**config.mk**
```make
export PLATFORM = sky130hd
export DESIGN_NAME = boolean_expression_tokenizer
export DESIGN_NICKNAME = d
export VERILOG_FILES = /design/src/sv/bet_pkg.sv /design/src/sv/boolean_expression_tokenizer.sv
export VERILOG_INCLUDE_DIRS = /design/src /design/src/sv
export SDC_FILE = /design/constraint.sdc
export NUM_CORES = 1
export LEC_CHECK = 0
export BUFFER_PORTS_ARGS = -buffer_cell sky130_fd_sc_hd__buf_2
export CORE_UTILIZATION = 55
export DETAILED_ROUTE_END_ITERATION = 12
export GPL_TIMING_DRIVEN = 0
export HOLD_SLACK_MARGIN = 0.08
export PLACE_DENSITY = 0.82
export SYNTH_ARGS = -nofsm -noshare
export SYNTH_HDL_FRONTEND = slang
export SYNTH_SLANG_ARGS = --single-unit
```
**constraint.sdc**
```tcl
create_clock -name clk_i -period 5.4 [get_ports clk_i]
set_input_delay 0.54 -clock clk_i [delete_from_list [all_inputs] [get_ports clk_i]]
set_output_delay 0.54 -clock clk_i [all_outputs]
set_load 0.02 [all_outputs]
```
**src/sv/boolean_expression_tokenizer_assert.svh**
```systemverilog
// Assertion macros for the boolean expression tokenizer.
// Each macro expects clk_i and rst_ni to be visible where it is used.
`ifndef BOOLEAN_EXPRESSION_TOKENIZER_ASSERT_SVH
`define BOOLEAN_EXPRESSION_TOKENIZER_ASSERT_SVH

// Property that must hold in the same cycle.
`define BET_ASSERT(lbl, prop, msg) \
  lbl: assert property (@(posedge clk_i) disable iff (!rst_ni) (prop)) else $error(msg);

// Antecedent in one cycle implies consequent in the next.
`define BET_ASSERT_NEXT(lbl, ante, cons, msg) \
  lbl: assert property (@(posedge clk_i) disable iff (!rst_ni) (ante) |=> (cons)) \
    else $error(msg);

`endif

```
**src/sv/bet_pkg.sv**
```systemverilog
`timescale 1ns / 1ps
// ----------------------------------------------------------------------------
// Boolean expression tokenizer package
// Token kinds, lexer phase codes, character constants and the result buffer
// type shared by the tokenizer logic.
// ----------------------------------------------------------------------------
package bet_pkg;

  // Token kinds as they appear on the result channel.
  typedef enum logic [3:0] {
    KIND_CONST  = 4'd0,
    KIND_AND    = 4'd1,
    KIND_OR     = 4'd2,
    KIND_NOT    = 4'd3,
    KIND_LPAREN = 4'd4,
    KIND_RPAREN = 4'd5,
    KIND_IMPL   = 4'd6,
    KIND_EQUIV  = 4'd7,
    KIND_IDENT  = 4'd8,
    KIND_END    = 4'd9,
    KIND_ERROR  = 4'd10
  } token_kind_e;

  // Lexer phase codes.
  localparam logic [2:0] PH_IDLE  = 3'd0;
  localparam logic [2:0] PH_NUM   = 3'd1;
  localparam logic [2:0] PH_IDENT = 3'd2;
  localparam logic [2:0] PH_EQ    = 3'd3;
  localparam logic [2:0] PH_LT    = 3'd4;
  localparam logic [2:0] PH_LTEQ  = 3'd5;
  localparam logic [2:0] PH_SKIP  = 3'd6;

  // Characters with a meaning of their own.
  localparam logic [7:0] CH_AMP    = 8'h26;  // '&'
  localparam logic [7:0] CH_BAR    = 8'h7C;  // '|'
  localparam logic [7:0] CH_BANG   = 8'h21;  // '!'
  localparam logic [7:0] CH_LPAREN = 8'h28;  // '('
  localparam logic [7:0] CH_RPAREN = 8'h29;  // ')'
  localparam logic [7:0] CH_EQ     = 8'h3D;  // '='
  localparam logic [7:0] CH_GT     = 8'h3E;  // '>'
  localparam logic [7:0] CH_LT     = 8'h3C;  // '<'
  localparam logic [7:0] CH_ZERO   = 8'h30;  // '0'
  localparam logic [7:0] CH_NINE   = 8'h39;  // '9'
  localparam logic [7:0] CH_UC_A   = 8'h41;
  localparam logic [7:0] CH_UC_Z   = 8'h5A;
  localparam logic [7:0] CH_LC_A   = 8'h61;
  localparam logic [7:0] CH_LC_Z   = 8'h7A;
  localparam logic [7:0] CH_SPACE  = 8'h20;
  localparam logic [7:0] CH_TAB    = 8'h09;
  localparam logic [7:0] CH_CR     = 8'h0D;

  localparam int unsigned NumWidth   = 31;
  localparam int unsigned MaxResults = 3;
  localparam logic [NumWidth-1:0] NumMax = {NumWidth{1'b1}};

  // One result item.
  typedef struct packed {
    token_kind_e         kind;
    logic [NumWidth-1:0] num;
    logic [7:0]          ch;
    logic                iend;
  } res_entry_t;

  // The results that one input item causes, in order.
  typedef struct packed {
    logic [1:0]                       cnt;
    res_entry_t [MaxResults-1:0]      ent;
  } res_buf_t;

  function automatic logic is_digit(logic [7:0] c);
    return (c >= CH_ZERO) && (c <= CH_NINE);
  endfunction

  function automatic logic is_alpha(logic [7:0] c);
    return ((c >= CH_UC_A) && (c <= CH_UC_Z)) || ((c >= CH_LC_A) && (c <= CH_LC_Z));
  endfunction

  function automatic logic is_space(logic [7:0] c);
    return (c == CH_SPACE) || ((c >= CH_TAB) && (c <= CH_CR));
  endfunction

  // Append one result to the buffer; a full buffer drops it.
  function automatic res_buf_t push(res_buf_t b, token_kind_e kind,
                                    logic [NumWidth-1:0] num, logic [7:0] ch,
                                    logic iend);
    res_buf_t r;
    r = b;
    if (b.cnt < 2'(MaxResults)) begin
      r.ent[b.cnt].kind = kind;
      r.ent[b.cnt].num  = num;
      r.ent[b.cnt].ch   = ch;
      r.ent[b.cnt].iend = iend;
      r.cnt             = b.cnt + 2'd1;
    end
    return r;
  endfunction

endpackage

```
**src/sv/boolean_expression_tokenizer.sv**
```systemverilog
`timescale 1ns / 1ps
// ----------------------------------------------------------------------------
// Boolean expression tokenizer
// Streaming lexer: one character in, up to three tokens out.
// ----------------------------------------------------------------------------
// Usage:
//   Characters enter on the input channel (in_valid_i / in_ready_o) with
//   string_end_i set on the final character. Tokens leave on the result
//   channel (out_valid_o / out_ready_i); run_last_o marks the last token that
//   a character caused. Identifiers come out one character per token, each
//   delayed by one input, with ident_end_o on the final character.
//   The lexer state is updated in the cycle of the input transfer and the
//   tokens are written into a three-entry result register, so the first
//   token is visible in the cycle after its character is taken.
//   A character that causes at most one token leaves room for the next one
//   in the following cycle when the receiver is ready, so the throughput is
//   then one character per cycle; a character that causes more tokens holds
//   the input while the result register drains, one token per ready cycle.
//   Characters causing no token (whitespace, digits after the first of a
//   constant, the first letter of an identifier) leave the register empty.
//   Reset clears the lexer to idle and empties the result register.
//   When the receiver stalls, the result register holds its tokens and the
//   input is taken again only once the last token of the previous character
//   is being transferred.
// ----------------------------------------------------------------------------
module boolean_expression_tokenizer
  import bet_pkg::*;
(
  input  logic                clk_i,
  input  logic                rst_ni,
  input  logic                in_valid_i,
  output logic                in_ready_o,
  input  logic [7:0]          char_code_i,
  input  logic                string_end_i,
  output logic                out_valid_o,
  input  logic                out_ready_i,
  output logic [3:0]          token_kind_o,
  output logic [NumWidth-1:0] number_value_o,
  output logic [7:0]          ident_char_o,
  output logic                ident_end_o,
  output logic                run_last_o
);

`include "boolean_expression_tokenizer_assert.svh"

  logic [2:0]          phase_q, phase_d;
  logic [NumWidth-1:0] accum_q, accum_d;
  logic [7:0]          held_q, held_d;
  logic [1:0]          cnt_q, cnt_d;
  res_entry_t [MaxResults-1:0] ent_q, ent_d;
  res_buf_t            new_res;
  logic                in_fire, out_fire;
  logic [NumWidth+3:0] num_next;

  assign in_fire    = in_valid_i && in_ready_o;
  assign out_fire   = out_valid_o && out_ready_i;
  assign in_ready_o = (cnt_q == 2'd0) || ((cnt_q == 2'd1) && out_ready_i);

  // Next constant value: accum * 10 + digit, kept wide for the overflow check.
  assign num_next = {1'b0, accum_q, 3'b000} + {3'b000, accum_q, 1'b0}
                    + {{(NumWidth){1'b0}}, 4'(char_code_i - CH_ZERO)};

  // Lexer step: phase update and the list of tokens for this character.
  always_comb begin
    logic err;
    logic fresh;
    res_buf_t r;
    err      = 1'b0;
    fresh    = 1'b1;
    r        = '0;
    phase_d  = phase_q;
    accum_d  = accum_q;
    held_d   = held_q;

    if (phase_q == PH_SKIP) begin
      // After an error everything is ignored up to the final character.
      fresh = 1'b0;
      if (string_end_i) begin
        phase_d = PH_IDLE;
        accum_d = '0;
        held_d  = '0;
      end
    end else begin
      unique case (phase_q)
        PH_NUM: begin
          if (is_digit(char_code_i)) begin
            if (num_next > {4'b0000, NumMax}) begin
              err = 1'b1;
            end else begin
              accum_d = num_next[NumWidth-1:0];
            end
            fresh = 1'b0;
          end else begin
            r       = push(r, KIND_CONST, accum_q, 8'h00, 1'b0);
            phase_d = PH_IDLE;
            accum_d = '0;
          end
        end
        PH_IDENT: begin
          if (is_alpha(char_code_i) || is_digit(char_code_i)) begin
            r      = push(r, KIND_IDENT, '0, held_q, 1'b0);
            held_d = char_code_i;
            fresh  = 1'b0;
          end else begin
            r       = push(r, KIND_IDENT, '0, held_q, 1'b1);
            phase_d = PH_IDLE;
            held_d  = '0;
          end
        end
        PH_EQ, PH_LTEQ: begin
          fresh = 1'b0;
          if (char_code_i == CH_GT) begin
            r = push(r, (phase_q == PH_EQ) ? KIND_IMPL : KIND_EQUIV, '0, 8'h00, 1'b0);
            phase_d = PH_IDLE;
          end else begin
            err = 1'b1;
          end
        end
        PH_LT: begin
          fresh = 1'b0;
          if (char_code_i == CH_EQ) begin
            phase_d = PH_LTEQ;
          end else begin
            err = 1'b1;
          end
        end
        default: begin
          phase_d = PH_IDLE;
        end
      endcase

      // A character that starts a new token, or a single-character token.
      if (fresh && !err) begin
        priority if (is_space(char_code_i)) begin
          phase_d = phase_d;
        end else if (is_digit(char_code_i)) begin
          phase_d = PH_NUM;
          accum_d = NumWidth'(char_code_i - CH_ZERO);
        end else if (is_alpha(char_code_i)) begin
          phase_d = PH_IDENT;
          held_d  = char_code_i;
        end else if (char_code_i == CH_AMP) begin
          r = push(r, KIND_AND, '0, 8'h00, 1'b0);
        end else if (char_code_i == CH_BAR) begin
          r = push(r, KIND_OR, '0, 8'h00, 1'b0);
        end else if (char_code_i == CH_BANG) begin
          r = push(r, KIND_NOT, '0, 8'h00, 1'b0);
        end else if (char_code_i == CH_LPAREN) begin
          r = push(r, KIND_LPAREN, '0, 8'h00, 1'b0);
        end else if (char_code_i == CH_RPAREN) begin
          r = push(r, KIND_RPAREN, '0, 8'h00, 1'b0);
        end else if (char_code_i == CH_EQ) begin
          phase_d = PH_EQ;
        end else if (char_code_i == CH_LT) begin
          phase_d = PH_LT;
        end else begin
          err = 1'b1;
        end
      end

      // Final character: flush an open token and close the expression.
      if (!err && string_end_i) begin
        if (phase_d == PH_NUM) begin
          r = push(r, KIND_CONST, accum_d, 8'h00, 1'b0);
        end else if (phase_d == PH_IDENT) begin
          r = push(r, KIND_IDENT, '0, held_d, 1'b1);
        end else if ((phase_d == PH_EQ) || (phase_d == PH_LT) || (phase_d == PH_LTEQ)) begin
          err = 1'b1;
        end
        if (!err) begin
          r = push(r, KIND_END, '0, 8'h00, 1'b0);
        end
        phase_d = PH_IDLE;
        accum_d = '0;
        held_d  = '0;
      end

      if (err) begin
        r       = push(r, KIND_ERROR, '0, 8'h00, 1'b0);
        phase_d = string_end_i ? PH_IDLE : PH_SKIP;
        accum_d = '0;
        held_d  = '0;
      end
    end
    new_res = r;
  end

  // Result register: loaded on an input transfer, shifted on an output transfer.
  always_comb begin
    cnt_d = cnt_q;
    ent_d = ent_q;
    if (in_fire) begin
      cnt_d = new_res.cnt;
      ent_d = new_res.ent;
    end else if (out_fire) begin
      cnt_d    = cnt_q - 2'd1;
      ent_d[0] = ent_q[1];
      ent_d[1] = ent_q[2];
    end
  end

  // Control state.
  always_ff @(posedge clk_i or negedge rst_ni) begin
    if (!rst_ni) begin
      phase_q <= PH_IDLE;
      accum_q <= '0;
      held_q  <= '0;
      cnt_q   <= '0;
    end else begin
      cnt_q <= cnt_d;
      if (in_fire) begin
        phase_q <= phase_d;
        accum_q <= accum_d;
        held_q  <= held_d;
      end
    end
  end

  // Token payload.
  always_ff @(posedge clk_i) begin
    ent_q <= ent_d;
  end

  assign out_valid_o    = (cnt_q != 2'd0);
  assign token_kind_o   = ent_q[0].kind;
  assign number_value_o = ent_q[0].num;
  assign ident_char_o   = ent_q[0].ch;
  assign ident_end_o    = ent_q[0].iend;
  assign run_last_o     = (cnt_q == 2'd1);

  // Checks on the lexer and the result register.
  `BET_ASSERT(a_accum_num, (phase_q == PH_NUM) || (accum_q == '0), "stray constant value")
  `BET_ASSERT(a_held_ident, (phase_q == PH_IDENT) || (held_q == '0), "stray identifier char")
  `BET_ASSERT_NEXT(a_skip_quiet, in_fire && (phase_q == PH_SKIP), !out_valid_o, "token in skip")
  `BET_ASSERT_NEXT(a_drain, out_fire && run_last_o && !in_fire, !out_valid_o, "drain failed")

endmodule

```
After elaboration in Yosys (flattened, before gate mapping)
Index checks and enable logic that the tools add are counted.
{"block": "word_totals", "inputBits": 13, "reg_bits": 176, "output_inout_bits": 47}
{"block": "op_classes", "reduce_logical": 27, "eq_ne": 22, "add_sub_neg": 9, "magnitude_cmp": 21, "mux": 179}
{"operator": "$bwmux 132", "count": 36}
{"operator": "$mux 134", "count": 29}
{"operator": "$demux 44 s2", "count": 16}
{"operator": "$pmux 133 s3", "count": 1}
{"operator": "$mux 31", "count": 11}
{"operator": "$mux 133", "count": 2}
{"operator": "$mux 44", "count": 4}
{"operator": "$mux 88", "count": 2}
{"operator": "$mux 40", "count": 4}
{"operator": "$mux 8", "count": 11}
{"operator": "$eq 8x6->1 const B", "count": 8}
{"operator": "$mux 3", "count": 21}
{"operator": "$mux 9", "count": 4}
{"operator": "$add 34x32->35", "count": 1}
{"operator": "$add 35x4->35", "count": 1}
{"operator": "$gt 35x31->1 const B", "count": 1}
{"operator": "$mux 1", "count": 33}
{"operator": "$ge 8x7->1 const B", "count": 2}
{"operator": "$le 8x7->1 const B", "count": 2}
{"operator": "$eq 3x3->1 const B", "count": 5}
{"operator": "$logic_and 1x1->1", "count": 13}
{"operator": "$eq 3x2->1 const B", "count": 4}
{"operator": "$lt 2x3->1 const B", "count": 4}
{"operator": "$pmux 3 s4", "count": 1}
{"operator": "other kinds (23)", "count": 42}

Logic depth before layout (Yosys ltp)
Gate-level depths: netlist of the first run.
{"block": "depth", "ltp_word": 63, "mapped_depth": 18, "mapped_depth_nobuf": 15}

Worst setup path after synthesis of the first run
Ideal clock, no wire load.
{"block": "synth_path", "path_type": "in2reg", "startpoint": "input port char_code_i[3]", "endpoint": "register ent_q, in the netlist number_value_o[7] (data pin)", "t_required_ns": 5.139, "arrival_ns": 4.250, "path_slack_ns": 0.889, "setup_time_ns": 0.261, "path_stages": 18, "cell_sequence": "clkbuf_1 > inv_1 > fa_1 > inv_1 > ha_1 > a21o_1 > nand4_1 > a21oi_1 > o2111a_1 > nor2b_1 > or4_4 > a211oi_2 > buf_4 > o21ai_2 > buf_2 > a22oi_1 > nor4_1 > a221o_1"}
{"item": "from (decl)", "line_no": "boolean_expression_tokenizer.sv:33", "source": "input logic [7:0] char_code_i,"}
{"item": "to (signal assigned)", "line_no": "boolean_expression_tokenizer.sv:221", "source": "ent_q <= ent_d;"}
{"item": "to (decl)", "line_no": "boolean_expression_tokenizer.sv:50", "source": "res_entry_t [MaxResults-1:0] ent_q, ent_d;"}

==> results of run 1 <==
[worst max-delay path by stage]
stage / from / to
after floorplan: char_code_i[3] / number_value_o[7]
after global placement: char_code_i[3] / number_value_o[22]
after detailed placement: char_code_i[3] / number_value_o[22]
after CTS: char_code_i[3] / number_value_o[30]
after global routing: accum_q[0] / number_value_o[8]
final: accum_q[0] / number_value_o[7]
[metrics by stage]
stage,setup slack (ns),cells,hold WS [ns]
final,0.171,1467,0.303
after global routing,0.0971,1467,0.373
after CTS,0.00348,1462,0.329
after detailed placement,-0.715,1430,0.497
after global placement,-0.744,1428,0.486
after floorplan,0.889,1104,0.244
[critical path, stage by stage, from the launching register on]
cell      delay, ns
dfrtp_1        0.49
inv_1          0.15
fa_1           0.59
inv_1          0.06
ha_1           0.27
a21o_1         0.19
nand4_1        0.12
a21oi_1        0.15
o2111a_1       0.33
nor2b_1        0.17
or4_4          0.46
a211oi_4       0.48
buf_4          0.31
o21ai_4        0.16
buf_2          0.29
a22oi_1        0.32
nor4_1         0.10
a221o_1        0.33
[power by group through the flow]
stage | Clock, mW | Combinational (mW) | Sequential, mW
final | 1.27 | 1.79 | 2.04
after global routing | 1.32 | 1.93 | 2.06
after CTS | 1.27 | 1.76 | 2.03
after detailed placement | 0 | 1.73 | 2.06
after global placement | 0 | 1.68 | 2.06
after floorplan | 0 | 1.23 | 2.00
[repair_timing]
action,CTS,global route
setup endpoints to repair,44,58
buffers inserted,0,6
pin swaps,0,3
resized for setup,6,3
[cell usage after synthesis, types with 3 or more instances]
cell / n / area [µm²]
nand4_1: 9 / 56.3
a221o_1: 13 / 130
a22o_1: 29 / 254
o21ai_1: 7 / 35.0
buf_2: 7 / 35.0
nand2_1: 113 / 424
a221oi_1: 16 / 140
a211oi_1: 7 / 52.6
a22oi_1: 26 / 195
ha_1: 69 / 863
nand2b_1: 11 / 68.8
edfxtp_1: 131 / 3930
xor2_1: 8 / 70.1
and2_1: 39 / 244
a32oi_1: 3 / 26.3
o211ai_1: 16 / 120
buf_4: 45 / 338
nor3_1: 11 / 55.1
o21bai_1: 5 / 37.5
clkbuf_1: 44 / 165
or3_1: 4 / 25.0
and3_1: 6 / 37.5
o221ai_1: 3 / 26.3
a32o_1: 3 / 30.0
and4_1: 3 / 26.3
nand3b_1: 4 / 30.0
xnor2_1: 17 / 149
o22ai_1: 7 / 43.8
a31oi_1: 13 / 81.3
dfrtp_1: 44 / 1100
nor2_1: 58 / 218
a41oi_1: 3 / 26.3
nor2b_1: 7 / 43.8
o21ai_0: 89 / 445
nand3_1: 22 / 110
a21oi_1: 52 / 260
a21o_1: 19 / 143
o31ai_1: 6 / 45.0
o21a_1: 8 / 60.1
mux2i_1: 4 / 40.0
inv_1: 28 / 105
[flip-flops by register name (all words and copies together) (netlist names)]
register / cells
number_value_o: 31
token_kind_o: 4
phase_q: 3
ident_end_o: 1
ent_q: 87
cnt_q: 2
accum_q: 31
ident_char_o: 8
held_q: 8
[kinds of logic (layout without fill, tap and decap cells)]
| logic type | after synthesis | after routing |
|---|---|---|
| buffers and inverters | 126 | 224 |
| flip-flops | 175 | 175 |
| other | 1 | 40 |
| AND/OR/NAND/NOR | 305 | 305 |
| multiplexers | 6 | 6 |
| adder cells (fa/ha/maj) | 71 | 71 |
| XOR/XNOR | 25 | 25 |
| AO/OA/AOI/OAI | 356 | 356 |
[area by class of cell]
type | count | area, µm²
inverters | 28 | 105
fillers | 1634 | 7010
repair buffers | 67 | 388
clock buffers | 18 | 429
multi-input cells | 803 | 5370
clock inverters | 14 | 169
flip-flops and latches | 175 | 5030
plain buffers | 97 | 557
well taps | 265 | 332
[layer usage]
layer | vias up | wire (µm) | global-route usage (%)
met1 | 4429 | 13200 | 44.1
met2 | 537 | 13100 | 44.5
met4 | 0 | 800 | 10.4
met5 | - | 0 | 0
met3 | 71 | 3380 | 8.01
li1 | 4200 | - | -
==> results.cfg, run 1 <==
[clocking]
clkLatencyLatePin_ns = 0.45
cts_tree = done
cts_root_buffer = clkbuf_16
clock_sinks = 175
clockBufferDepth = 2
clk_pin_slew_worst_paths_ns = 0.08
numCtsBuffers = 17
htree_levels = 4
cts_hold_buffers = 0

[floorplanning]
core_region_area_um2 = 19400
die_area_um2 = 20300
rows = 51
num_io_pins = 60
fp.dieH_um = 143
start_util_pct = 56.1
die_w_um = 143

[timing]
fmax_mhz = 191
rsz0062_at_grt = false
finalSetupViolCount = 0
finalMaxSlewViolations = 0
hold_violations = 0
fin_crit_sh_pct = 96.8
worstMarginPinSlew_ns = 1.12
period_needed_ns = 5.23
fin_tns_setup_ns = 0
skew_ns = 0.0140
slew_headroom_pct = 25.6

[power_and_ir_drop]
switching_power_mw = 1.89
clkPwrFrac_pct = 24.8
internal_power_mw = 3.21
p_seq_share_pct = 40.0
p_sw_share_pct = 37.0
p_per_area_nw_per_um2 = 411
leakage_nw = 5.24
combinationalPowerShare_pct = 35.2
p_total_mw = 5.10
peakVddDrop_v = 0.000487

[synth]
netlist_area_um2 = 10900
synth.avg_cell_area_um2 = 10.2
synth-edff-count = 131
ys_dominant_reg_cell = edfxtp_1
synth_xor_area_share_pct = 2.01
yosysWarnings = 0
ys_seq_area_share_pct = 46.3
synthSimpleGateAreaFrac_pct = 13.7
ys_seq_elements = 175
synthAdderAreaFrac_pct = 8.31
ys_types = 79
synth-compound-area-share_pct = 22.9
synth.area.mux_share_pct = 0.575
synth_top_family_by_area = compound AO/OA/AOI/OAI gates
synthCells = 1065
async_reset_ff_share_pct = 25.1

[final_layout]
fin_nets = 1273
final_common_cell = edfxtp_1
final_util_pct = 63.9
area_growth_pct = 13.9
final_area_um2 = 12400
layout-drive-gt1-share_pct = 15.1
layout_common_cells = 131 x edfxtp_1, 113 x nand2_1, 89 x o21ai_0
antenna_cells = 0

[route]
wl_per_cell_um = 20.7
antenna_left = 0
vias = 9237
firstDrtPassIters = 7
drc = 0
viasPerCell = 6.30
drt_wl_total_mm = 30.4
drtIter0Drc = 1142

[hold_path]
hold_class = input port to async pin

[critical_path]
rr_endpoint = number_value_o[7]
cp-end-kind = register
rrSetupSlack_ns = 0.17
worstPathArrival_ns = 5.41
reg2reg_from = accum_q[0]
crit_required_ns = 5.59
crit_type = register to register
r2r_cells = 17
critPathLaunchType = register
crit_fanout = 10

[global_route]
grt_max_degree = 50
overflow = 0
first_global_vias = 8371
grt_pass1_wl_mm = 46.3
grtUsageTotal_pct = 30.6
antenna_found_initial = 1

[status]
outcome = complete, no violations

[place]
gp_congestion = 0.950
place_hpwl_mm = 21.9
dpl_cell_area_um2 = 11700
numPortBuffers = 59

[job]
cap_violations = 0
Note: power is estimated with default switching activity, not from simulation.
==> run 2: changes to the inputs <==
--- a/config.mk
+++ b/config.mk
@@ -6,12 +6,13 @@
 export SDC_FILE = /design/constraint.sdc
 export NUM_CORES = 1
 export LEC_CHECK = 0
+export ABC_CLOCK_PERIOD_IN_PS = 4500
 export BUFFER_PORTS_ARGS = -buffer_cell sky130_fd_sc_hd__buf_2
 export CORE_UTILIZATION = 55
 export DETAILED_ROUTE_END_ITERATION = 12
 export GPL_TIMING_DRIVEN = 0
 export HOLD_SLACK_MARGIN = 0.08
-export PLACE_DENSITY = 0.82
+export PLACE_DENSITY = 0.85
 export SYNTH_ARGS = -nofsm -noshare
 export SYNTH_HDL_FRONTEND = slang
 export SYNTH_SLANG_ARGS = --single-unit
==> constraint.sdc (replaced) <==
create_clock -name clk_i -period 4.5 [get_ports clk_i]
set_input_delay 0.45 -clock clk_i [delete_from_list [all_inputs] [get_ports clk_i]]
set_output_delay 0.45 -clock clk_i [all_outputs]
set_load 0.02 [all_outputs]
==> results.cfg, run 2 (synthesis results as in run 1) <==
[floorplanning]
die_area_um2 = 20300
die_w_um = 143
num_io_pins = 60
fp.dieH_um = 143
start_util_pct = 56.1
rows = 51
core_region_area_um2 = 19400

[status]
outcome = finished with violations
failed_checks = negative setup slack

[critical_path]
worstSetupEndpoint = number_value_o[30]
rrSetupSlack_ns = -0.05
r2r_cells = 17
cp-end-kind = register
critPathLaunch = accum_q[0]
crit_fanout = 10
crit_type = register to register
critPathLaunchType = register
reg2reg_from = accum_q[0]
worstPathArrival_ns = 4.79
crit_required_ns = 4.74
rr_endpoint = number_value_o[30]

[clocking]
clk_pin_slew_worst_paths_ns = 0.07
clock_sinks = 175
clkLatencyLatePin_ns = 0.44
cts_hold_buffers = 0
clockBufferDepth = 2
numCtsBuffers = 17
cts_tree = done
htree_levels = 4
cts_root_buffer = clkbuf_16

[route]
firstDrtPassIters = 6
vias = 9332
drc = 0
antenna_left = 0
viasPerCell = 6.29
drt_wl_total_mm = 31.4
drtIter0Drc = 1203
wl_per_cell_um = 21.1

[power_and_ir_drop]
p_per_area_nw_per_um2 = 482
leakage_nw = 5.36
peakVddDrop_v = 0.000307
p_total_mw = 6.25

[final_layout]
final_area_um2 = 13000
fin_nets = 1290
antenna_cells = 0
final_common_cell = edfxtp_1
area_growth_pct = 19.3
largest_register_ffs = 87
layout_common_cells = 131 x edfxtp_1, 113 x nand2_1, 81 x o21ai_0
layout-drive-gt1-share_pct = 22.0
regMostFlops = ent_q

[timing]
fin_ws_ns = -0.0467
period_needed_ns = 4.55
skew_ns = 0.0100
fmax_mhz = 220
whs_ns = 0.210
finalMaxSlewViolations = 0
slew_headroom_pct = 23.2
hold_violations = 0
worstMarginPinSlew_ns = 1.15
finalSetupViolCount = 3
fin_tns_setup_ns = -0.0598
fin_crit_sh_pct = 101

[job]
cap_violations = 0

[global_route]
grtUsageTotal_pct = 31.4
antenna_found_initial = 0
first_global_vias = 8497
grt_pass1_wl_mm = 47.6
overflow = 0
grt_max_degree = 57

[place]
gp_congestion = 0.964
place_ws_ns = -1.38
place_hpwl_mm = 21.9
dpl_cell_area_um2 = 11700
numPortBuffers = 59

[hold_path]
hold_class = input port to async pin
==> run 2: changes by cell type in the layout (fill, tap and decap cells not counted), sizes merged <==
cell / delta
bufinv: +1
clkbuf: -4
buf: +20
inv: -1
o21ai: +1
==> run 2: worst min-delay path by stage <==
| stage | slack [ns] | endpoint |
|---|---|---|
| after floorplan | 0.15 | accum_q[0] |
| after global placement | 0.49 | held_q[1] |
| after detailed placement | 0.50 | cnt_q[1] |
| after CTS | 0.27 | held_q[5] |
| after global routing | 0.27 | held_q[5] |
| final | 0.21 | held_q[5] |
==> run 2: worst max-delay path, cell delays in order, from the launching register on <==
cell and delay (ns):
dfrtp_2 0.41, inv_2 0.07, fa_1 0.53, inv_1 0.06, ha_1 0.26, a21o_1 0.18, nand4_1 0.16, a21oi_2 0.09
o2111a_2 0.31, nor2b_2 0.17, or4_4 0.44, buf_4 0.16, a2111oi_4 0.50, buf_6 0.26, a21oi_1 0.13, o21ai_1 0.15
nand2_1 0.17, o31ai_4 0.29
==> run 2: report_power, final <==
part	switching, mW	total, mW	internal, mW
clock	0.694	1.53	0.840
sequential	0.171	2.45	2.28
combinational	1.42	2.27	0.847
total	2.29	6.25	3.96
==> run 2: routing by layer <==
metal / routed length, µm / vias to the layer above / GRT usage [%]
li1: - / 4257 / -
met1: 13000 / 4424 / 44.1
met2: 13800 / 564 / 47.2
met3: 3530 / 87 / 7.71
met4: 973 / 0 / 11.2
met5: 0 / - / 0
==> run 2: final cells by class <==
cell class / count / area [µm²]
inverter: 28 / 105
multi-input combinational: 804 / 5720
clock inverter: 14 / 174
tap: 265 / 332
fill: 1545 / 6420
timing repair buffer: 86 / 572
clock buffer: 18 / 429
sequential: 175 / 5050
buffer: 94 / 593
==> run 2: through the flow <==
step / instances / util, %
2_1_floorplan: 1104 / -
3_3_place_gp: 1428 / 60.0
3_5_place_dp: 1430 / 60.3
4_1_cts: 1474 / 65.0
5_1_grt: 1484 / 66.9
6_report: 1484 / 66.9
==> run 2: repair_timing <==
action,4_1_cts,5_1_grt
resized for setup,44,72
buffers inserted,12,11
pin swaps,7,18
endpoints found under the setup margin,98,67
cloned,2,1
==> run 3: changes to the inputs <==
--- a/config.mk
+++ b/config.mk
@@ -8,11 +8,13 @@
 export LEC_CHECK = 0
 export ABC_CLOCK_PERIOD_IN_PS = 4500
 export BUFFER_PORTS_ARGS = -buffer_cell sky130_fd_sc_hd__buf_2
+export CORE_ASPECT_RATIO = 0.5
 export CORE_UTILIZATION = 55
 export DETAILED_ROUTE_END_ITERATION = 12
 export GPL_TIMING_DRIVEN = 0
 export HOLD_SLACK_MARGIN = 0.08
 export PLACE_DENSITY = 0.85
+export RECOVER_POWER = 25
 export SYNTH_ARGS = -nofsm -noshare
 export SYNTH_HDL_FRONTEND = slang
 export SYNTH_SLANG_ARGS = --single-unit
==> results.cfg, run 3 (synthesis results as in run 1) <==
[power_and_ir_drop]
p_sw_share_pct = 37.5
peakVddDrop_v = 0.000562
combinationalPowerShare_pct = 37.6
clkPwrFrac_pct = 23.1
internal_power_mw = 3.87
p_seq_share_pct = 39.3
p_per_area_nw_per_um2 = 467
leakage_nw = 5.46
p_total_mw = 6.19
switching_power_mw = 2.32

[clocking]
numCtsBuffers = 17
clk_pin_slew_worst_paths_ns = 0.07
clockBufferDepth = 2
clock_sinks = 175
htree_levels = 4
cts_tree = done
cts_root_buffer = clkbuf_16
cts_hold_buffers = 0
clkLatencyLatePin_ns = 0.44

[timing]
hold_violations = 0
slew_headroom_pct = -89.9
fmax_mhz = 218
period_needed_ns = 4.58
fin_crit_sh_pct = 102
finalSetupViolCount = 10
finalMaxSlewViolations = 45
whs_ns = 0.432
rsz0062_at_grt = true
fin_tns_setup_ns = -0.286
fin_ws_ns = -0.0790
skew_ns = 0.00961
worstMarginPinSlew_ns = 2.85

[final_layout]
final_util_pct = 70.2
instances_no_fill = 1499
layout-drive-gt1-share_pct = 20.2
layout_common_cells = 131 x edfxtp_1, 111 x nand2_1, 76 x buf_4
final_common_cell = edfxtp_1
final_area_um2 = 13200
regMostFlops = ent_q
largest_register_ffs = 87
area_growth_pct = 21.8
fin_nets = 1310

[global_route]
grt_max_degree = 59
antenna_found_initial = 1
grtUsageTotal_pct = 31.1
first_global_vias = 8852
grt_pass1_wl_mm = 48.2
overflow = 0

[floorplanning]
die_area_um2 = 20400
rows = 35
die_w_um = 201
num_io_pins = 60
start_util_pct = 57.6
fp.dieH_um = 101
core_region_area_um2 = 18900

[route]
drt_wl_total_mm = 32.7
firstDrtPassIters = 5
viasPerCell = 6.37
wl_per_cell_um = 21.8
drc = 0
vias = 9548
drtIter0Drc = 1006
antenna_left = 0

[critical_path]
critPathLaunchType = register
cp_cell_sequence = ha_1 > ha_1 > and4_1 > a221o_1 > o2111a_2 > nor2b_4 > or4_4 > a211oi_4 > buf_12 > buf_12 > o21ai_4 > buf_8 > a221oi_2 > o21ai_0
crit_type = register to register
cp-end-kind = register
crit_fanout = 6
worstPathArrival_ns = 4.74
crit_required_ns = 4.66
critical_path.max_stage_delay_ns = 0.58
critPathSlowestCell = or4_4

[status]
outcome = finished with violations
failed_checks = max-capacitance violations, max-slew violations, negative setup slack

[job]
cap_violations = 1

[place]
dpl_cell_area_um2 = 11700
place_ws_ns = -1.59
gp_congestion = 0.931
place_hpwl_mm = 22.8
numPortBuffers = 59
dp.cells = 1424

[hold_path]
hold_class = input port to register
-- run 3: path summary, 6_finish.rpt --
| check | startpoint | to | slack [ns] | cells after the start |
|---|---|---|---|---|
| min in group asynchronous | rst_ni | accum_q[10] | 0.93 | 1 |
| hold / removal | string_end_i | phase_q[1] | 0.43 | 4 |
| max in group asynchronous | rst_ni | accum_q[0] | 1.75 | 1 |
| setup / recovery | accum_q[9] | number_value_o[25] | -0.08 | 14 |
| setup reg to reg | accum_q[9] | number_value_o[25] | -0.08 | 14 |
| hold reg to reg | held_q[2] | held_q[2] | 0.51 | 2 |
-- run 3: worst max-delay path: cells and delay by family (launching register included) --
family,cells,cell delay [ns]
compound gates,6,1.63
simple gates,3,0.95
fa+ha+maj,2,0.70
buf+inv,3,0.52
flops,1,0.49
-- run 3: area by class of cell --
cell class / instances / area, µm²
diodes: 1 / 2.50
well taps: 259 / 324
inverters: 28 / 105
fillers: 1365 / 5630
clock inverters: 14 / 130
flip-flops and latches: 175 / 5040
repair buffers: 104 / 766
plain buffers: 96 / 643
multi-input cells: 804 / 5800
clock buffers: 18 / 429
-- run 3: power by group through the flow --
stage | clock network [mW] | registers, mW | logic (mW)
floorplan | 0 | 2.40 | 1.47
global placement | 0 | 2.45 | 2.02
detailed placement | 0 | 2.45 | 2.10
CTS | 1.43 | 2.42 | 2.17
global route | 1.50 | 2.46 | 2.51
finish | 1.43 | 2.43 | 2.33
-- run 3: what timing repair did --
| item | 4_1_cts | 5_1_grt |
|---|---|---|
| pin swaps | 7 | 44 |
| resized for setup | 43 | 108 |
| buffers inserted | 13 | 25 |
| cloned | 1 | 6 |
| setup endpoints to repair | 98 | 81 |
-- run 3: routing by layer --
metal  GRT usage [%]  vias up  wire (µm)
met1            42.6     4676      13900
li1                -     4290          -
met5               0        -          0
met3            5.18       80       2980
met2            49.9      502      14800
met4            13.3        0        986
